===== config.mk =====
export PLATFORM = sky130hd
export DESIGN_NAME = hex_record_loader_parser
export DESIGN_NICKNAME = d
export VERILOG_FILES = /design/src/rtl/hrlp_pkg.sv /design/src/rtl/hex_record_loader_parser.sv
export SDC_FILE = /design/constraint.sdc
export NUM_CORES = 1
export LEC_CHECK = 0
export ABC_AREA = 1
export BUFFER_PORTS_ARGS = -buffer_cell sky130_fd_sc_hd__buf_2
export CAP_MARGIN = 25
export CORE_UTILIZATION = 55
export DETAILED_ROUTE_END_ITERATION = 8
export PLACE_DENSITY = 0.74
export SYNTH_ARGS = -nofsm -noshare
export SYNTH_HDL_FRONTEND = slang
export SYNTH_SLANG_ARGS = --single-unit

===== constraint.sdc =====
create_clock -name clk -period 4.3 [get_ports clk]
set_input_delay 0.43 -clock clk [delete_from_list [all_inputs] [get_ports clk]]
set_output_delay 0.43 -clock clk [all_outputs]
set_load 0.1 [all_outputs]

===== src/rtl/hrlp_pkg.sv =====
package hrlp_pkg;

	localparam logic [7:0] ACK_CODE = 8'h06;
	localparam logic [7:0] NAK_CODE = 8'h15;
	localparam logic [7:0] CHAR_COLON = 8'h3a;
	localparam logic [7:0] CHAR_HASH = 8'h23;
	localparam logic [7:0] CHAR_LF = 8'h0a;
	localparam logic [7:0] CHAR_UPPER_A = 8'h41;
	localparam logic [7:0] CHAR_ZERO = 8'h30;
	localparam logic [7:0] TIMEOUT_RESET = 8'd200;

	localparam logic [7:0] REC_DATA = 8'h00;
	localparam logic [7:0] REC_EOF = 8'h01;
	localparam logic [7:0] REC_EXT_LIN = 8'h04;

	localparam int RESULT_BITS = 69;
	localparam int TDATA_OUT_BITS = 72;

	// Declared from the highest field down, so tx_count sits in the lowest bits.
	typedef struct packed {
		logic [7:0]  command_code;
		logic        command_valid;
		logic        write_half;
		logic [31:0] write_addr;
		logic        write_valid;
		logic [7:0]  data_value;
		logic [5:0]  data_index;
		logic        data_half;
		logic        data_valid;
		logic [7:0]  tx_byte;
		logic [1:0]  tx_count;
	} result_t;

	// Letters from 'A' up map to ten and above; anything else is taken as a decimal digit.
	function automatic logic [7:0] hex_val(input logic [7:0] c);
		logic [7:0] v;
		if (c >= CHAR_UPPER_A) begin
			v = c - CHAR_UPPER_A + 8'd10;
		end else begin
			v = c - CHAR_ZERO;
		end
		return v;
	endfunction

endpackage


===== src/rtl/hex_record_loader_parser.sv =====
// Channel  Direction  Handshake                 Payload
// s        in         s_tvalid / s_tready       s_tdata[7:0] char_in, s_tuser[0] mode
// m        out        m_tvalid / m_tready       m_tdata[68:0] result fields, zero padded
// cfg      in         cfg_wr_en (no wait)       cfg_wr_data[7:0] timeout_limit
//
// Every input transaction produces exactly one output transaction, via the input and result registers.
// One transaction a cycle is sustained while m_tready is high; the parse state update is combinational.
// arst_n clears the parser state, both stage valids and sets timeout_limit to 200.
// A stalled output holds the result register; the input register still refills as soon
// as its item moves on, so at most two items are held inside.
module hex_record_loader_parser #(
	parameter int BLOCK_BYTES = 64
) (
	input  logic                                 clk,
	input  logic                                 arst_n,
	input  logic                                 s_tvalid,
	output logic                                 s_tready,
	input  logic [7:0]                           s_tdata,     // [7:0] char_in
	input  logic [0:0]                           s_tuser,     // [0] mode
	output logic                                 m_tvalid,
	input  logic                                 m_tready,
	// [1:0] tx_count, [9:2] tx_byte, [10] data_valid, [11] data_half,
	// [17:12] data_index, [25:18] data_value, [26] write_valid,
	// [58:27] write_addr, [59] write_half, [60] command_valid,
	// [68:61] command_code, [71:69] zero
	output logic [hrlp_pkg::TDATA_OUT_BITS-1:0]  m_tdata,
	input  logic                                 cfg_wr_en,
	input  logic [7:0]                           cfg_wr_data
);
	import hrlp_pkg::*;

	localparam int FW = $clog2(BLOCK_BYTES);
	localparam logic [15:0] BLOCK_MASK = 16'(~(BLOCK_BYTES - 1));
	localparam logic [FW:0] BLOCK_LIM = (FW + 1)'(BLOCK_BYTES);

	typedef enum logic [4:0] {
		ST_IDLE     = 5'd0,
		ST_CNT_HI   = 5'd1,
		ST_CNT_LO   = 5'd2,
		ST_AHI_HI   = 5'd3,
		ST_AHI_LO   = 5'd4,
		ST_ALO_HI   = 5'd5,
		ST_ALO_LO   = 5'd6,
		ST_TYP_HI   = 5'd7,
		ST_TYP_LO   = 5'd8,
		ST_FRM_LEN  = 5'd9,
		ST_FRM_BODY = 5'd10,
		ST_DAT_HI   = 5'd12,
		ST_DAT_LO   = 5'd13,
		ST_SUM_HI   = 5'd14,
		ST_SUM_LO   = 5'd15,
		ST_END_A    = 5'd16,
		ST_END_B    = 5'd17,
		ST_BAD_A    = 5'd18,
		ST_BAD_B    = 5'd19
	} pstate_t;

	// Input register
	logic        valid_s1;
	logic        mode_s1;
	logic [7:0]  char_s1;

	// Result register
	logic        valid_s2;
	result_t     res_s2;

	logic        adv;

	logic [7:0]  timeout_q;

	pstate_t     state_q, state_d;
	logic [7:0]  high_digit_q, high_digit_d;
	logic [7:0]  byte_count_q, byte_count_d;
	logic [7:0]  sum_q, sum_d;
	logic [7:0]  addr_hi_q, addr_hi_d;
	logic [15:0] rec_addr_q, rec_addr_d;
	logic [7:0]  rec_type_q, rec_type_d;
	logic [15:0] upper_q, upper_d;
	logic [15:0] staging_q, staging_d;
	logic [FW-1:0] fill_q, fill_d;
	logic        half_q, half_d;
	logic [15:0] saved_blk_q, saved_blk_d;
	logic [31:0] blk_addr_q, blk_addr_d;
	logic [7:0]  ticks_q, ticks_d;
	logic [7:0]  resp_q, resp_d;
	logic [7:0]  frm_left_q, frm_left_d;
	logic [7:0]  frm_first_q, frm_first_d;
	logic        frm_started_q, frm_started_d;

	result_t     res;

	logic [7:0]  hv;
	logic [7:0]  pv;
	logic [FW:0] fill_inc;
	logic [7:0]  fill_wide;
	logic [15:0] rec_blk;
	logic [7:0]  left_dec;
	logic [7:0]  cnt_dec;

	assign adv      = valid_s1 && (!valid_s2 || m_tready);
	assign s_tready = !valid_s1 || adv;
	assign m_tvalid = valid_s2;
	assign m_tdata  = {(TDATA_OUT_BITS - RESULT_BITS)'(0), res_s2};

	assign hv        = hex_val(char_s1);
	assign pv        = {high_digit_q[3:0], 4'h0} | hv;
	assign fill_inc  = {1'b0, fill_q} + 1'b1;
	assign fill_wide = 8'(fill_q);
	assign rec_blk   = rec_addr_q & BLOCK_MASK;
	assign left_dec  = frm_left_q - 8'd1;
	assign cnt_dec   = byte_count_q - 8'd1;

	always_comb begin
		logic [15:0] new_addr;
		logic [15:0] saved_new;
		logic [7:0]  ticks_inc;

		state_d       = state_q;
		high_digit_d  = high_digit_q;
		byte_count_d  = byte_count_q;
		sum_d         = sum_q;
		addr_hi_d     = addr_hi_q;
		rec_addr_d    = rec_addr_q;
		rec_type_d    = rec_type_q;
		upper_d       = upper_q;
		staging_d     = staging_q;
		fill_d        = fill_q;
		half_d        = half_q;
		saved_blk_d   = saved_blk_q;
		blk_addr_d    = blk_addr_q;
		ticks_d       = ticks_q;
		resp_d        = resp_q;
		frm_left_d    = frm_left_q;
		frm_first_d   = frm_first_q;
		frm_started_d = frm_started_q;
		res           = '0;
		new_addr      = {addr_hi_q, pv};
		saved_new     = saved_blk_q;
		ticks_inc     = ticks_q + 8'd1;

		if (mode_s1) begin
			if (state_q != ST_IDLE) begin
				ticks_d = ticks_inc;
			end
			if (ticks_d > timeout_q) begin
				state_d       = ST_IDLE;
				high_digit_d  = '0;
				byte_count_d  = '0;
				sum_d         = '0;
				addr_hi_d     = '0;
				rec_addr_d    = '0;
				rec_type_d    = '0;
				upper_d       = '0;
				staging_d     = '0;
				fill_d        = '0;
				half_d        = 1'b0;
				saved_blk_d   = '0;
				blk_addr_d    = '0;
				ticks_d       = '0;
				resp_d        = '0;
				frm_left_d    = '0;
				frm_first_d   = '0;
				frm_started_d = 1'b0;
			end
		end else begin
			ticks_d = '0;
			case (state_q)
				ST_IDLE: begin
					if (char_s1 == CHAR_COLON) begin
						state_d = ST_CNT_HI;
						sum_d   = '0;
					end else if (char_s1 == CHAR_HASH) begin
						state_d = ST_FRM_LEN;
					end else begin
						res.tx_count = 2'd1;
						res.tx_byte  = NAK_CODE;
					end
				end
				ST_CNT_HI, ST_AHI_HI, ST_ALO_HI, ST_TYP_HI, ST_DAT_HI, ST_SUM_HI: begin
					high_digit_d = hv;
					state_d      = pstate_t'(state_q + 5'd1);
				end
				ST_CNT_LO: begin
					byte_count_d = pv;
					sum_d        = sum_q + pv;
					state_d      = ST_AHI_HI;
				end
				ST_AHI_LO: begin
					addr_hi_d = pv;
					sum_d     = sum_q + pv;
					state_d   = ST_ALO_HI;
				end
				ST_ALO_LO: begin
					sum_d      = sum_q + pv;
					rec_addr_d = new_addr;
					state_d    = ST_TYP_HI;
				end
				ST_TYP_LO: begin
					rec_type_d = pv;
					sum_d      = sum_q + pv;
					if (pv == REC_DATA) begin
						state_d = (byte_count_q != 8'd0) ? ST_DAT_HI : ST_SUM_HI;
						if (fill_q == '0) begin
							blk_addr_d = {upper_q, rec_addr_q};
							saved_new  = rec_blk;
						end
						saved_blk_d = saved_new;
						// A record that lands in another block moves to the other half.
						if (saved_new != rec_blk) begin
							half_d = ~half_q;
						end
					end else if (pv == REC_EOF) begin
						state_d = (byte_count_q != 8'd0) ? ST_DAT_HI : ST_SUM_HI;
					end else if (pv == REC_EXT_LIN) begin
						state_d = ST_DAT_HI;
					end else begin
						state_d = ST_IDLE;
					end
				end
				ST_FRM_LEN: begin
					frm_left_d    = char_s1;
					frm_started_d = 1'b0;
					state_d       = ST_FRM_BODY;
				end
				ST_FRM_BODY: begin
					if (!frm_started_q) begin
						frm_first_d   = char_s1;
						frm_started_d = 1'b1;
					end
					frm_left_d = left_dec;
					if (left_dec == 8'd0) begin
						res.command_valid = 1'b1;
						res.command_code  = frm_first_d;
						state_d           = ST_IDLE;
					end
				end
				ST_DAT_LO: begin
					sum_d = sum_q + pv;
					if (rec_type_q == REC_DATA) begin
						res.data_valid = 1'b1;
						res.data_half  = half_q;
						res.data_index = fill_wide[5:0];
						res.data_value = pv;
					end else if (rec_type_q == REC_EXT_LIN) begin
						if (fill_q == '0) begin
							staging_d = {pv, staging_q[7:0]};
						end else if (fill_q == FW'(1)) begin
							staging_d = {staging_q[15:8], pv};
						end
					end
					if (fill_inc >= BLOCK_LIM) begin
						fill_d = '0;
					end else begin
						fill_d = fill_inc[FW-1:0];
					end
					byte_count_d = cnt_dec;
					state_d      = (cnt_dec != 8'd0) ? ST_DAT_HI : ST_SUM_HI;
				end
				ST_SUM_LO: begin
					if (8'(sum_q + pv) == 8'd0) begin
						resp_d  = ACK_CODE;
						state_d = ST_END_A;
						if (rec_type_q == REC_EXT_LIN) begin
							upper_d = staging_q;
						end
					end else begin
						resp_d  = NAK_CODE;
						state_d = ST_BAD_A;
					end
				end
				ST_END_A, ST_END_B: begin
					if (state_q == ST_END_A && char_s1 != CHAR_LF) begin
						state_d = ST_END_B;
					end else begin
						if (fill_q == '0 && rec_type_q == REC_DATA) begin
							res.write_valid = 1'b1;
							res.write_addr  = blk_addr_q;
							res.write_half  = half_q;
						end else if (rec_type_q == REC_EXT_LIN) begin
							res.write_valid = 1'b1;
							res.write_addr  = blk_addr_q;
							res.write_half  = half_q;
							fill_d          = '0;
						end
						res.tx_count = 2'd1;
						res.tx_byte  = resp_q;
						state_d      = ST_IDLE;
						// End of file is acknowledged twice and restarts the load.
						if (rec_type_q == REC_EOF) begin
							res.tx_count = 2'd2;
							fill_d       = '0;
							half_d       = 1'b0;
							rec_type_d   = '0;
							blk_addr_d   = '0;
							upper_d      = '0;
						end
					end
				end
				ST_BAD_A: begin
					if (char_s1 == CHAR_LF) begin
						res.tx_count = 2'd1;
						res.tx_byte  = NAK_CODE;
						state_d      = ST_IDLE;
					end else begin
						state_d = ST_BAD_B;
					end
				end
				default: begin
					res.tx_count = 2'd1;
					res.tx_byte  = NAK_CODE;
					state_d      = ST_IDLE;
				end
			endcase
		end
	end

	always_ff @(posedge clk or negedge arst_n) begin
		if (!arst_n) begin
			valid_s1      <= 1'b0;
			valid_s2      <= 1'b0;
			timeout_q     <= TIMEOUT_RESET;
			state_q       <= ST_IDLE;
			high_digit_q  <= '0;
			byte_count_q  <= '0;
			sum_q         <= '0;
			addr_hi_q     <= '0;
			rec_addr_q    <= '0;
			rec_type_q    <= '0;
			upper_q       <= '0;
			staging_q     <= '0;
			fill_q        <= '0;
			half_q        <= 1'b0;
			saved_blk_q   <= '0;
			blk_addr_q    <= '0;
			ticks_q       <= '0;
			resp_q        <= '0;
			frm_left_q    <= '0;
			frm_first_q   <= '0;
			frm_started_q <= 1'b0;
		end else begin
			if (cfg_wr_en) begin
				timeout_q <= cfg_wr_data;
			end
			if (s_tready) begin
				valid_s1 <= s_tvalid;
			end
			if (adv) begin
				valid_s2 <= 1'b1;
			end else if (m_tready) begin
				valid_s2 <= 1'b0;
			end
			if (adv) begin
				state_q       <= state_d;
				high_digit_q  <= high_digit_d;
				byte_count_q  <= byte_count_d;
				sum_q         <= sum_d;
				addr_hi_q     <= addr_hi_d;
				rec_addr_q    <= rec_addr_d;
				rec_type_q    <= rec_type_d;
				upper_q       <= upper_d;
				staging_q     <= staging_d;
				fill_q        <= fill_d;
				half_q        <= half_d;
				saved_blk_q   <= saved_blk_d;
				blk_addr_q    <= blk_addr_d;
				ticks_q       <= ticks_d;
				resp_q        <= resp_d;
				frm_left_q    <= frm_left_d;
				frm_first_q   <= frm_first_d;
				frm_started_q <= frm_started_d;
			end
		end
	end

	always_ff @(posedge clk) begin
		if (s_tvalid && s_tready) begin
			mode_s1 <= s_tuser[0];
			char_s1 <= s_tdata;
		end
		if (adv) begin
			res_s2 <= res;
		end
	end

endmodule

==> summary.md, run 1 <==
| Metric | Value |
|---|---|
| Final HPWL DP | `20.9 mm` |
| Clock root cell | `clkbuf_16` |
| CP required | `4.73 ns` |
| Starting DRC count in detailed routing | `821` |
| Crit start category | `register` |
| Area Growth Syn to Fin | `12.4%` |
| Reg2Reg Launch Point | `char_s1[1]$_DFFE_PP_` |
| Initial core utilization | `0.562` |
| CP arrival | `4.34 ns` |
| Post-route insts no fill | `1988` |
| Max Freq | `0.256 GHz` |
| Primary FF master, synth | `dfrtp_1` |
| CP Class | `reg -> reg` |
| Drt pass-1 iters | `8` |
| PortBufs | `88` |
| Slew headroom | `0.492` |
| NumNets Final | `1707` |
| First-pass GRT wire length | `49.3 mm` |
| Register-to-Register Path Depth | `23` |
| Total setup buffers inserted after CTS | `0` |
| Initial antenna violation count | `0` |
| Clock-pin slew on the worst setup and hold paths | `0.06 ns` |
| Synth Cell Area | `13200 µm²` |
| Worst Hold Depth | `1` |
| Deepest clock path buffer count | `3` |
| Final setup skew | `0.0116 ns` |
| Worst skew pair latency | `0.55 ns` |
| Cts bufs inserted | `27` |
| Tot Pwr | `0.00907 W` |
| Leading area contributor after synthesis | `dfrtp_1` |
| Row count | `56` |
| Most frequent cells in the layout | `393 x nand2_1, 188 x inv_1, 179 x dfrtp_1` |
| Fillers | `2013` |
| Worst vdd ir | `0.458 mV` |
| Clock sink count | `255` |
| Avg WL per Cell | `15.2 µm` |
| Die X-Extent | `157 µm` |
| LEAKAGE | `7.07 nW` |
| Die Area | `24700 µm²` |
| Tmin final | `3.91 ns` |
| RSZ-0062 raised after global routing | `no` |
| Core area | `23500 µm²` |
| Slew @ Worst Pin | `0.759 ns` |
| Final setup fails | `0` |
| Syn Inst Count | `1568` |
| #FFs+latches synth | `255` |
| R2R Path End | `upper_q[13]$_DFFE_PN0P_` |
| CP Launch Point | `char_s1[1]$_DFFE_PP_` |
| Largest net degree at the start of global routing | `79` |
| Worst hold start | `s_tuser` |
| Post-placement cell count | `1937` |
| Via Count | `10500` |
| Worst Hold Class | `in -> reg` |
| Total gr overflow | `0` |
| N_diodes | `0` |
| P per Cell Area | `610 nW/µm²` |
| Final WS setup | `0.389 ns` |
| Yosys cell types | `48` |
| Vias per cell | `5.29` |
| ANT nets after route | `0` |
| Mapped Avg Cell Area | `8.43 µm²` |
| Outcome | `finished clean` |
| R2R setup slack | `0.39 ns` |
| Layout cell share with drive strength beyond 1 | `0.138` |
| Post-synth EDFFs | `73` |
| Die Height | `157 µm` |
| Ys Warns | `0` |
| Hold endpoint | `mode_s1$_DFFE_PP_` |
| Final wirelength | `30.2 mm` |
| Final setup TNS | `0 ns` |
| Gpl congestion | `0.897` |
| Pre-CTS setup slack | `0.427 ns` |
| Final hold vios | `0` |
| Dominant cells by area after synthesis | `dfrtp_1 34%, edfxtp_1 17%, nand2_1 11%` |
| Htree depth | `1` |
| Final-report max-slew violation count | `0` |
| Max Cap Violations | `0` |
| CP Max Fanout | `18` |
| CTS tree | `built` |
| Seq/Total Area, Yosys | `0.510` |
| Most common cell after layout, fill and taps aside | `nand2_1` |
| Nature of the critical path endpoint | `register` |
| Ports | `96` |
| Remaining DRCs | `0` |
| GR Util All Layers | `0.253` |
| Post-synth top area share | `0.339` |
| Async SR Flop Fraction | `0.714` |
| Vias in the first global route | `9791` |
| Cell area after layout | `14900 µm²` |
| Period utilization | `0.909` |
| DP Area | `13900 µm²` |
[cells in the mapped netlist (18+ instances only)]
cell	instances
nand2_1	393
inv_1	188
dfrtp_1	179
nor2_1	165
nand3_1	102
o21ai_0	92
edfxtp_1	73
nand4_1	62
ha_1	36
o22ai_1	24
xor2_1	23
a21oi_1	22
inv_2	22
clkbuf_1	19
buf_4	18
nand2_2	18
[registers in the layout (all words and copies together) (netlist names), 8 cells and up]
signal        cells
frm_left_q        8
frm_first_q       8
sum_q             8
byte_count_q      8
addr_hi_q         8
timeout_q         8
blk_addr_q       32
rec_type_q        8
m_tdata          64
char_s1           8
staging_q        16
ticks_q           8
saved_blk_q      16
rec_addr_q       16
upper_q          16
[critical path, cell delays in order, from the launching register on]
cell	delay (ns)
edfxtp_1	0.48
inv_1	0.17
ha_1	0.16
inv_1	0.03
nor2_1	0.08
nand2_1	0.09
nand2_4	0.12
nand2_4	0.09
nand2_1	0.08
nand2_2	0.09
inv_1	0.18
ha_1	0.23
fa_1	0.44
or2_2	0.30
nor2_1	0.10
nand3_1	0.08
nor2_1	0.10
nand2_1	0.05
nor2_1	0.08
nand2_1	0.13
nand3_2	0.27
nand2_2	0.25
nand2_1	0.13
nand2_1	0.06
[report_power, final]
part	switching [W]	internal, W	total (W)	leakage (nW)
logic	0.00230	0.000810	0.00311	3.44
clock network	0.000952	0.00153	0.00249	0.480
registers	0.000356	0.00312	0.00348	3.14
[layout make-up]
type	count	area, µm²	share of cell area
Tap cell	319	399	0.0268
Clock buffer	42	843	0.0567
Sequential cell	255	6750	0.454
Multi-Input combinational cell	1047	5350	0.360
Clock inverter	8	138	0.00926
Timing Repair Buffer	105	589	0.0396
Inverter	212	798	0.0537
[metal layers]
layer / vias up / part of all wire / track usage
li1: 5243 / - / -
met1: 4888 / 0.44 / 0.347
met2: 325 / 0.46 / 0.410
met3: 70 / 0.061 / 0.0355
met4: 0 / 0.032 / 0.0902
met5: - / 0 / 0
[metrics by stage]
step	hold WS, ns	util
after floorplan	0.134	-
after global placement	0.454	0.589
after detailed placement	0.459	0.589
after CTS	0.0513	0.631
after global routing	0.0462	0.631
final	0.0603	0.631
[cell families (layout without fill, tap and decap cells)]
family,after synthesis,count (layout),share of synthesized area
fa+ha+maj,37,37,0.0356
mux,1,1,0.000851
buf+inv,272,367,0.0872
flops,255,255,0.510
compound gates,170,170,0.0715
other cells,1,7,0.000284
simple gates,806,806,0.277
xor+xnor,26,26,0.0172
[worst max-delay path by stage]
stage,to,slack [ns],depth (start not counted)
6_report,upper_q[13]$_DFFE_PN0P_,0.39,23
5_1_grt,upper_q[15]$_DFFE_PN0P_,0.02,23
4_1_cts,upper_q[13]$_DFFE_PN0P_,0.42,23
3_5_place_dp,upper_q[8]$_DFFE_PN0P_,0.43,23
3_3_place_gp,upper_q[13]$_DFFE_PN0P_,0.57,22
2_1_floorplan,m_tdata[0]$_SDFFCE_PP0P_,0.62,4
[what timing repair did]
action                                 CTS  global route
endpoints found under the hold margin   73             0
hold buffers                             1             0
resized for setup                        0             0
Note: power is estimated with default switching activity, not from simulation.
==> run 2: changes to the inputs <==
--- a/config.mk
+++ b/config.mk
@@ -8,6 +8,7 @@
 export ABC_AREA = 1
 export BUFFER_PORTS_ARGS = -buffer_cell sky130_fd_sc_hd__buf_2
 export CAP_MARGIN = 25
+export CORE_MARGIN = 8
 export CORE_UTILIZATION = 55
 export DETAILED_ROUTE_END_ITERATION = 8
 export PLACE_DENSITY = 0.74
==> run 2 against run 1 <==
  * The flow now finishes with violations (negative hold slack)
  * Combinational power barely moved
  * Highest routed layer unchanged
  * Critical endpoint is now upper_q[8]$_DFFE_PN0P_
  * Final cell count about the same
  * Clock skew grew 0.0010 ns
  * Via count grew 1.5%
==> summary.md, run 2 (synthesis results as in run 1) <==
| Metric | Value |
|---|---|
| Outcome | `complete, but fails checks` |
| Failing checks | `negative hold slack` |
| Drt pass-1 iters | `8 (unchanged)` |
| Total setup buffers inserted after CTS | `0 (unchanged)` |
| R2R setup slack | `0.35 ns (-0.04 ns)` |
| Core area | `23500 µm² (unchanged)` |
| Max Cap Violations | `0 (unchanged)` |
| Period utilization | `0.919 (+0.00977)` |
| Die X-Extent | `171 µm (+8.9%)` |
| Gpl congestion | `0.935 (+4.1%)` |
| PortBufs | `88 (unchanged)` |
| Worst setup endpoint | `upper_q[8]$_DFFE_PN0P_` |
| CP most frequent cell | `nand2_1` |
| LEAKAGE | `7.04 nW (-0.37%)` |
| Final wirelength | `31.3 mm (+3.6%)` |
| R2R Path End | `upper_q[8]$_DFFE_PN0P_` |
| Starting DRC count in detailed routing | `1017 (+24%)` |
| ANT nets after route | `0 (unchanged)` |
| Critical path depth in cells | `23 (unchanged)` |
| Final-report max-slew violation count | `0 (unchanged)` |
| Vias in the first global route | `10200 (+4.7%)` |
| Worst vdd ir | `0.361 mV (-21%)` |
| CTS tree | `built` |
| Fillers | `2054 (+2.0%)` |
| GR Util All Layers | `0.217 (-0.0352)` |
| Register-to-Register Path Depth | `23 (unchanged)` |
| Slew @ Worst Pin | `0.937 ns (+0.178 ns)` |
| Vias per cell | `5.37 (+1.4%)` |
| CP max stage delay | `0.47 ns (about the same)` |
| Tmin final | `3.95 ns (+0.0420 ns)` |
| Largest net degree at the start of global routing | `98 (+24%)` |
| CP Class | `reg -> reg` |
| Row count | `56 (unchanged)` |
| Crit start category | `register` |
| Slew headroom | `0.375 (-0.117)` |
| Flip-flop count of the largest register after layout | `64 (unchanged)` |
| Via Count | `10700 (+1.5%)` |
| Crit-path slowest cell | `edfxtp_1` |
| Most frequent cells in the layout | `393 x nand2_1, 187 x inv_1, 179 x dfrtp_1` |
| Clock-pin slew on the worst setup and hold paths | `0.06 ns (about the same)` |
| Worst Hold Class | `in -> async` |
| Worst skew pair latency | `0.54 ns (about the same)` |
| Initial core utilization | `0.562 (unchanged)` |
| Final hold vios | `7 (+7)` |
| Nature of the critical path endpoint | `register` |
| Die Area | `29300 µm² (+19%)` |
| Buf/Inv on CP | `3 (unchanged)` |
| CP arrival | `4.38 ns (+0.04 ns)` |
| Most common cell after layout, fill and taps aside | `nand2_1` |
| Die Height | `171 µm (+8.9%)` |
| Avg WL per Cell | `15.7 µm (+3.6%)` |
| RSZ-0062 raised after global routing | `no` |
| Clock sink count | `255 (unchanged)` |
| Final setup TNS | `0 ns (unchanged)` |
| Worst-path cell chain | `inv_1, ha_1, inv_1, nor2_1, nand2_1, nand2_4, nand2_4, nand2_1, nand2_2, inv_1, ha_1, fa_1, or2_2, nor2_1, nand3_1, nor2_1, nand2_1, nor2_1, nand2_1, nand3_2, nand2_2, nand2_1, nand2_1` |
| Remaining DRCs | `0 (unchanged)` |
| Total gr overflow | `0 (unchanged)` |
| NumNets Final | `1708 (+0.059%)` |
| Max Freq | `0.253 GHz (-1.1%)` |
| Ports | `96 (unchanged)` |
| Cell family with most CP delay | `simple AND/OR/NAND/NOR gates` |
| CP required | `4.72 ns (about the same)` |
| Cts bufs inserted | `27 (unchanged)` |
| CP Max Fanout | `18 (unchanged)` |
| Layout cell share with drive strength beyond 1 | `0.138 (-0.000682)` |
| Initial antenna violation count | `0 (unchanged)` |
| Area Growth Syn to Fin | `12.0%` |
| First-pass GRT wire length | `52.0 mm (+5.5%)` |
| Final HPWL DP | `21.6 mm (+3.7%)` |
| Deepest clock path buffer count | `3 (unchanged)` |
| Final setup skew | `0.0127 ns (+0.00104 ns)` |
| Htree depth | `1 (unchanged)` |
| P per Cell Area | `607 nW/µm² (-0.51%)` |
| Final design utilization | `0.629 (-0.00239)` |
| Clock root cell | `clkbuf_16` |
| N_diodes | `0 (unchanged)` |
| CP Launch Point | `char_s1[0]$_DFFE_PP_` |
| Reg2Reg Launch Point | `char_s1[0]$_DFFE_PP_` |
| Final setup fails | `0 (unchanged)` |
| Worst hold slack | `-0.0333 ns (-0.0936 ns)` |
==> run 2: cell count changes in the layout (fill, tap and decap cells not counted), moves of 2 or more <==
cell and delta:
buf_4 +2, clkbuf_8 -7, clkinv_1 +5, clkinv_2 +5
==> run 2: metal layers <==
metal,routed length (µm),vias up,global-route usage
li1,-,5245,-
met1,13600,5053,0.291
met2,14700,315,0.360
met3,2050,70,0.0323
met4,953,0,0.0696
met5,0,-,0
==> run 2: worst min-delay path by stage <==
stage	cells after the start	start	end
after CTS	1	arst_n	saved_blk_q[1]$_DFFE_PN0P_
final	1	arst_n	saved_blk_q[1]$_DFFE_PN0P_
after floorplan	0	arst_n	addr_hi_q[0]$_DFFE_PN0P_
after global routing	1	s_tuser	mode_s1$_DFFE_PP_
after global placement	2	blk_addr_q[17]$_DFFE_PN0P_	blk_addr_q[17]$_DFFE_PN0P_
after detailed placement	2	blk_addr_q[25]$_DFFE_PN0P_	blk_addr_q[25]$_DFFE_PN0P_
==> run 2: area by class of cell <==
cell class / instances / area [µm²] / share of cell area
multi-input combinational: 1047 / 5350 / 0.361
clock inverter: 17 / 196 / 0.0133
timing repair buffer: 106 / 594 / 0.0401
tap: 319 / 399 / 0.0270
sequential: 255 / 6750 / 0.456
inverter: 212 / 798 / 0.0539
clock buffer: 33 / 718 / 0.0485
==> run 2: report_power, final <==
group          leakage, nW  internal [W]  total [W]  switching, W
Combinational         3.45      0.000814    0.00313       0.00232
Clock                0.450       0.00143    0.00239      0.000959
Sequential            3.14       0.00312    0.00347      0.000355
Total                 7.04       0.00536    0.00899       0.00363
==> run 2: repair_timing <==
action | in CTS | in global routing
hold buffers | 0 | 0
gates resized for setup | 0 | 2
setup endpoints to repair | 0 | 7
==> run 2: stage by stage <==
stage / cell area [µm²] / setup WS (ns) / cells / total power [W]
after global routing: 14800 / 0.00565 / 1989 / 0.00954
after CTS: 14800 / 0.365 / 1989 / 0.00903
after global placement: 13900 / 0.556 / 1939 / 0.00653
after detailed placement: 13900 / 0.392 / 1939 / 0.00660
after floorplan: 13200 / 0.622 / 1574 / 0.00587
final: 14800 / 0.347 / 1989 / 0.00899
==> run 3: changes to the inputs <==
--- a/config.mk
+++ b/config.mk
@@ -6,8 +6,7 @@
 export NUM_CORES = 1
 export LEC_CHECK = 0
 export ABC_AREA = 1
-export BUFFER_PORTS_ARGS = -buffer_cell sky130_fd_sc_hd__buf_2
-export CAP_MARGIN = 25
+export BUFFER_PORTS_ARGS = -buffer_cell sky130_fd_sc_hd__clkbuf_2
 export CORE_MARGIN = 8
 export CORE_UTILIZATION = 55
 export DETAILED_ROUTE_END_ITERATION = 8
==> run 3 against run 2 <==
  * The flow still finishes with violations (negative hold slack)
  * Die area did not move
  * Core utilization fell by 0.29 points
  * Hold slack improved by 0.010 ns
  * Sequential share of layout area rose by 0.21 points
  * Clock power fell by 6%
  * Count of clock-buffer cells in the layout rose by 4
  * Total power fell by 1.7%
  * Flip-flop and latch count did not move
  * Register-to-register slack barely moved
  * Wire length fell by 1.6%
==> summary.md, run 3 (synthesis results as in run 1) <==
| Metric | Value |
|---|---|
| Gate power share | `0.352 (+0.004)` |
| Area Growth Syn to Fin | `11.5%` |
| N_diodes | `0 (unchanged)` |
| Vias in the first global route | `10300 (+0.18%)` |
| Slew @ Worst Pin | `0.900 ns (-0.0371 ns)` |
| Met1 Track Usage GR | `0.288 (-0.00272)` |
| Die Height | `171 µm (unchanged)` |
| Period utilization | `0.921 (+0.00143)` |
| ANT nets after route | `0 (unchanged)` |
| Gpl congestion | `0.899 (-3.8%)` |
| P per Cell Area | `600 nW/µm² (-1.3%)` |
| Final-report max-slew violation count | `0 (unchanged)` |
| Worst vdd ir | `0.397 mV (+10%)` |
| Reg2Reg Launch Point | `char_s1[0]$_DFFE_PP_` |
| Most common cell after layout, fill and taps aside | `nand2_1` |
| RSZ-0062 raised after global routing | `no` |
| CP Launch Point | `char_s1[0]$_DFFE_PP_` |
| Sequential share of power | `0.393 (+0.007)` |
| Worst skew pair latency | `0.54 ns (about the same)` |
| Ports | `96 (unchanged)` |
| Cts bufs inserted | `27 (unchanged)` |
| CP Max Fanout | `18 (unchanged)` |
| NumNets Final | `1707 (-0.059%)` |
| Via Count | `10600 (-0.51%)` |
| CP Class | `reg -> reg` |
| Die X-Extent | `171 µm (unchanged)` |
| Die Area | `29300 µm² (unchanged)` |
| Most frequent cells in the layout | `393 x nand2_1, 188 x inv_1, 179 x dfrtp_1` |
| Post-CTS Hold Buffers | `0 (unchanged)` |
| Clock root cell | `clkbuf_16` |
| Sw power | `0.00359 W (-1.0%)` |
| Initial core utilization | `0.562 (unchanged)` |
| First-pass GRT wire length | `51.4 mm (-1.2%)` |
| Starting DRC count in detailed routing | `931 (-8.5%)` |
| Max Freq | `0.253 GHz (-0.16%)` |
| Fillers | `2060 (+0.29%)` |
| Crit start category | `register` |
| Nature of the critical path endpoint | `register` |
| Final setup TNS | `0 ns (unchanged)` |
| Final setup fails | `0 (unchanged)` |
| LEAKAGE | `7.01 nW (-0.44%)` |
| Worst Hold Class | `in -> async` |
| Outcome | `complete, but fails checks` |
| Core area | `23500 µm² (unchanged)` |
| Sw frac | `0.406 (+0.00281)` |
| Drt pass-1 iters | `8 (unchanged)` |
| Vias per cell | `5.35 (-0.46%)` |
| Row count | `56 (unchanged)` |
| Final HPWL DP | `21.5 mm (-0.57%)` |
| Layer with the highest usage | `met2` |
| Htree depth | `1 (unchanged)` |
| GR Util All Layers | `0.215 (-0.00264)` |
| Pint | `0.00525 W (-2.2%)` |
| Max Cap Violations | `0 (unchanged)` |
| CTS tree | `built` |
| Layout cell share with drive strength beyond 1 | `0.134 (-0.00351)` |
| Flip-flop count of the largest register after layout | `64 (unchanged)` |
| Final wirelength | `30.8 mm (-1.6%)` |
| PortBufs | `88 (unchanged)` |
| # resized after CTS | `0 (unchanged)` |
| Deepest clock path buffer count | `3 (unchanged)` |
| Register Area | `6750 µm² (unchanged)` |
| Total gr overflow | `0 (unchanged)` |
| Largest net degree at the start of global routing | `94 (-4.1%)` |
| Remaining DRCs | `0 (unchanged)` |
| Failing checks | `negative hold slack` |
| Slew headroom | `0.400 (+0.0247)` |
| Final hold vios | `47 (+40)` |
| Tmin final | `3.96 ns (+0.00616 ns)` |
| Worst hold slack | `-0.0229 ns (+0.0104 ns)` |
| Clock-pin slew on the worst setup and hold paths | `0.06 ns (about the same)` |
| Avg WL per Cell | `15.5 µm (-1.6%)` |
| GRT met3 Usage | `0.0307 (-0.00161)` |
| CP arrival | `4.39 ns (about the same)` |
| Tot Pwr | `0.00884 W (-1.7%)` |
| Final setup skew | `0.00899 ns (-0.00370 ns)` |
| Clk pwr share | `0.255 (-0.011)` |
| Initial antenna violation count | `1 (+1)` |
| Clock sink count | `255 (unchanged)` |
| Multi-input gate area | `5350 µm² (about the same)` |
| Met2 Track Usage GR | `0.361 (+0.00156)` |
| CP required | `4.73 ns (about the same)` |
| Total setup buffers inserted after CTS | `0 (unchanged)` |
-- run 3: changes by cell type in the layout (fill, tap and decap cells not counted) --
cell,before,now
buf_4,17,16
nor2_4,6,5
bufinv_16,4,2
buf_2,87,0
clkbuf_2,0,87
inv_1,187,188
inv_2,22,21
nor2_2,5,6
clkbuf_1,4,8
clkinv_2,8,6
-- run 3: stage by stage --
stage	utilization	hold slack, ns	cell area (µm²)	setup slack (ns)	instances
floorplan	-	0.134	13200	0.622	1574
global placement	0.590	0.454	13900	0.527	1938
detailed placement	0.590	0.458	13900	0.410	1938
CTS	0.626	0.000301	14700	0.404	1988
global route	0.626	0.0380	14700	0.0146	1988
finish	0.626	-0.0229	14700	0.341	1988
-- run 3: area by class of cell --
cell class,count,share of cell area
Tap cell,319,0.0271
Clock inverter,13,0.00857
Sequential cell,255,0.458
Inverter,212,0.0542
Timing Repair Buffer,105,0.0398
Multi-Input combinational cell,1047,0.363
Clock buffer,37,0.0497
-- run 3: worst paths after layout --
check                                              to  slack, ns  cells past startpoint
max                            upper_q[3]$_DFFE_PN0P_       0.34                     23
min                        saved_blk_q[1]$_DFFE_PN0P_      -0.02                      1
max reg2reg                    upper_q[3]$_DFFE_PN0P_       0.34                     23
min reg2reg                    upper_q[7]$_DFFE_PN0P_       0.47                      2
max in group asynchronous        sum_q[4]$_DFFE_PN0P_       3.31                      2
min in group clk                 char_s1[1]$_DFFE_PP_       0.06                      1
-- run 3: metal layers --
| metal | vias to the layer above | share of wire |
|---|---|---|
| met5 | - | 0 |
| met4 | 0 | 0.024 |
| met3 | 49 | 0.059 |
| met2 | 308 | 0.47 |
| met1 | 5029 | 0.44 |
| li1 | 5243 | - |
-- run 3: worst max-delay path: stages (launching register included) --
cell	delay, ns
edfxtp_1	0.48
inv_1	0.17
ha_1	0.16
inv_1	0.04
nor2_1	0.08
nand2_1	0.09
nand2_4	0.12
nand2_4	0.09
nand2_1	0.08
nand2_2	0.10
inv_1	0.20
ha_1	0.24
fa_1	0.44
or2_2	0.30
nor2_1	0.10
nand3_1	0.08
nor2_1	0.10
nand2_1	0.05
nor2_1	0.08
nand2_1	0.12
nand3_2	0.28
nand2_2	0.26
nand2_1	0.12
nand2_1	0.06
-- run 3: power groups by stage --
stage               sequential, W  combinational [W]  clock, W
floorplan                 0.00394            0.00193         0
global placement          0.00349            0.00302         0
detailed placement        0.00351            0.00307         0
CTS                       0.00347            0.00309   0.00229
global route              0.00356            0.00346   0.00239
finish                    0.00348            0.00311   0.00225
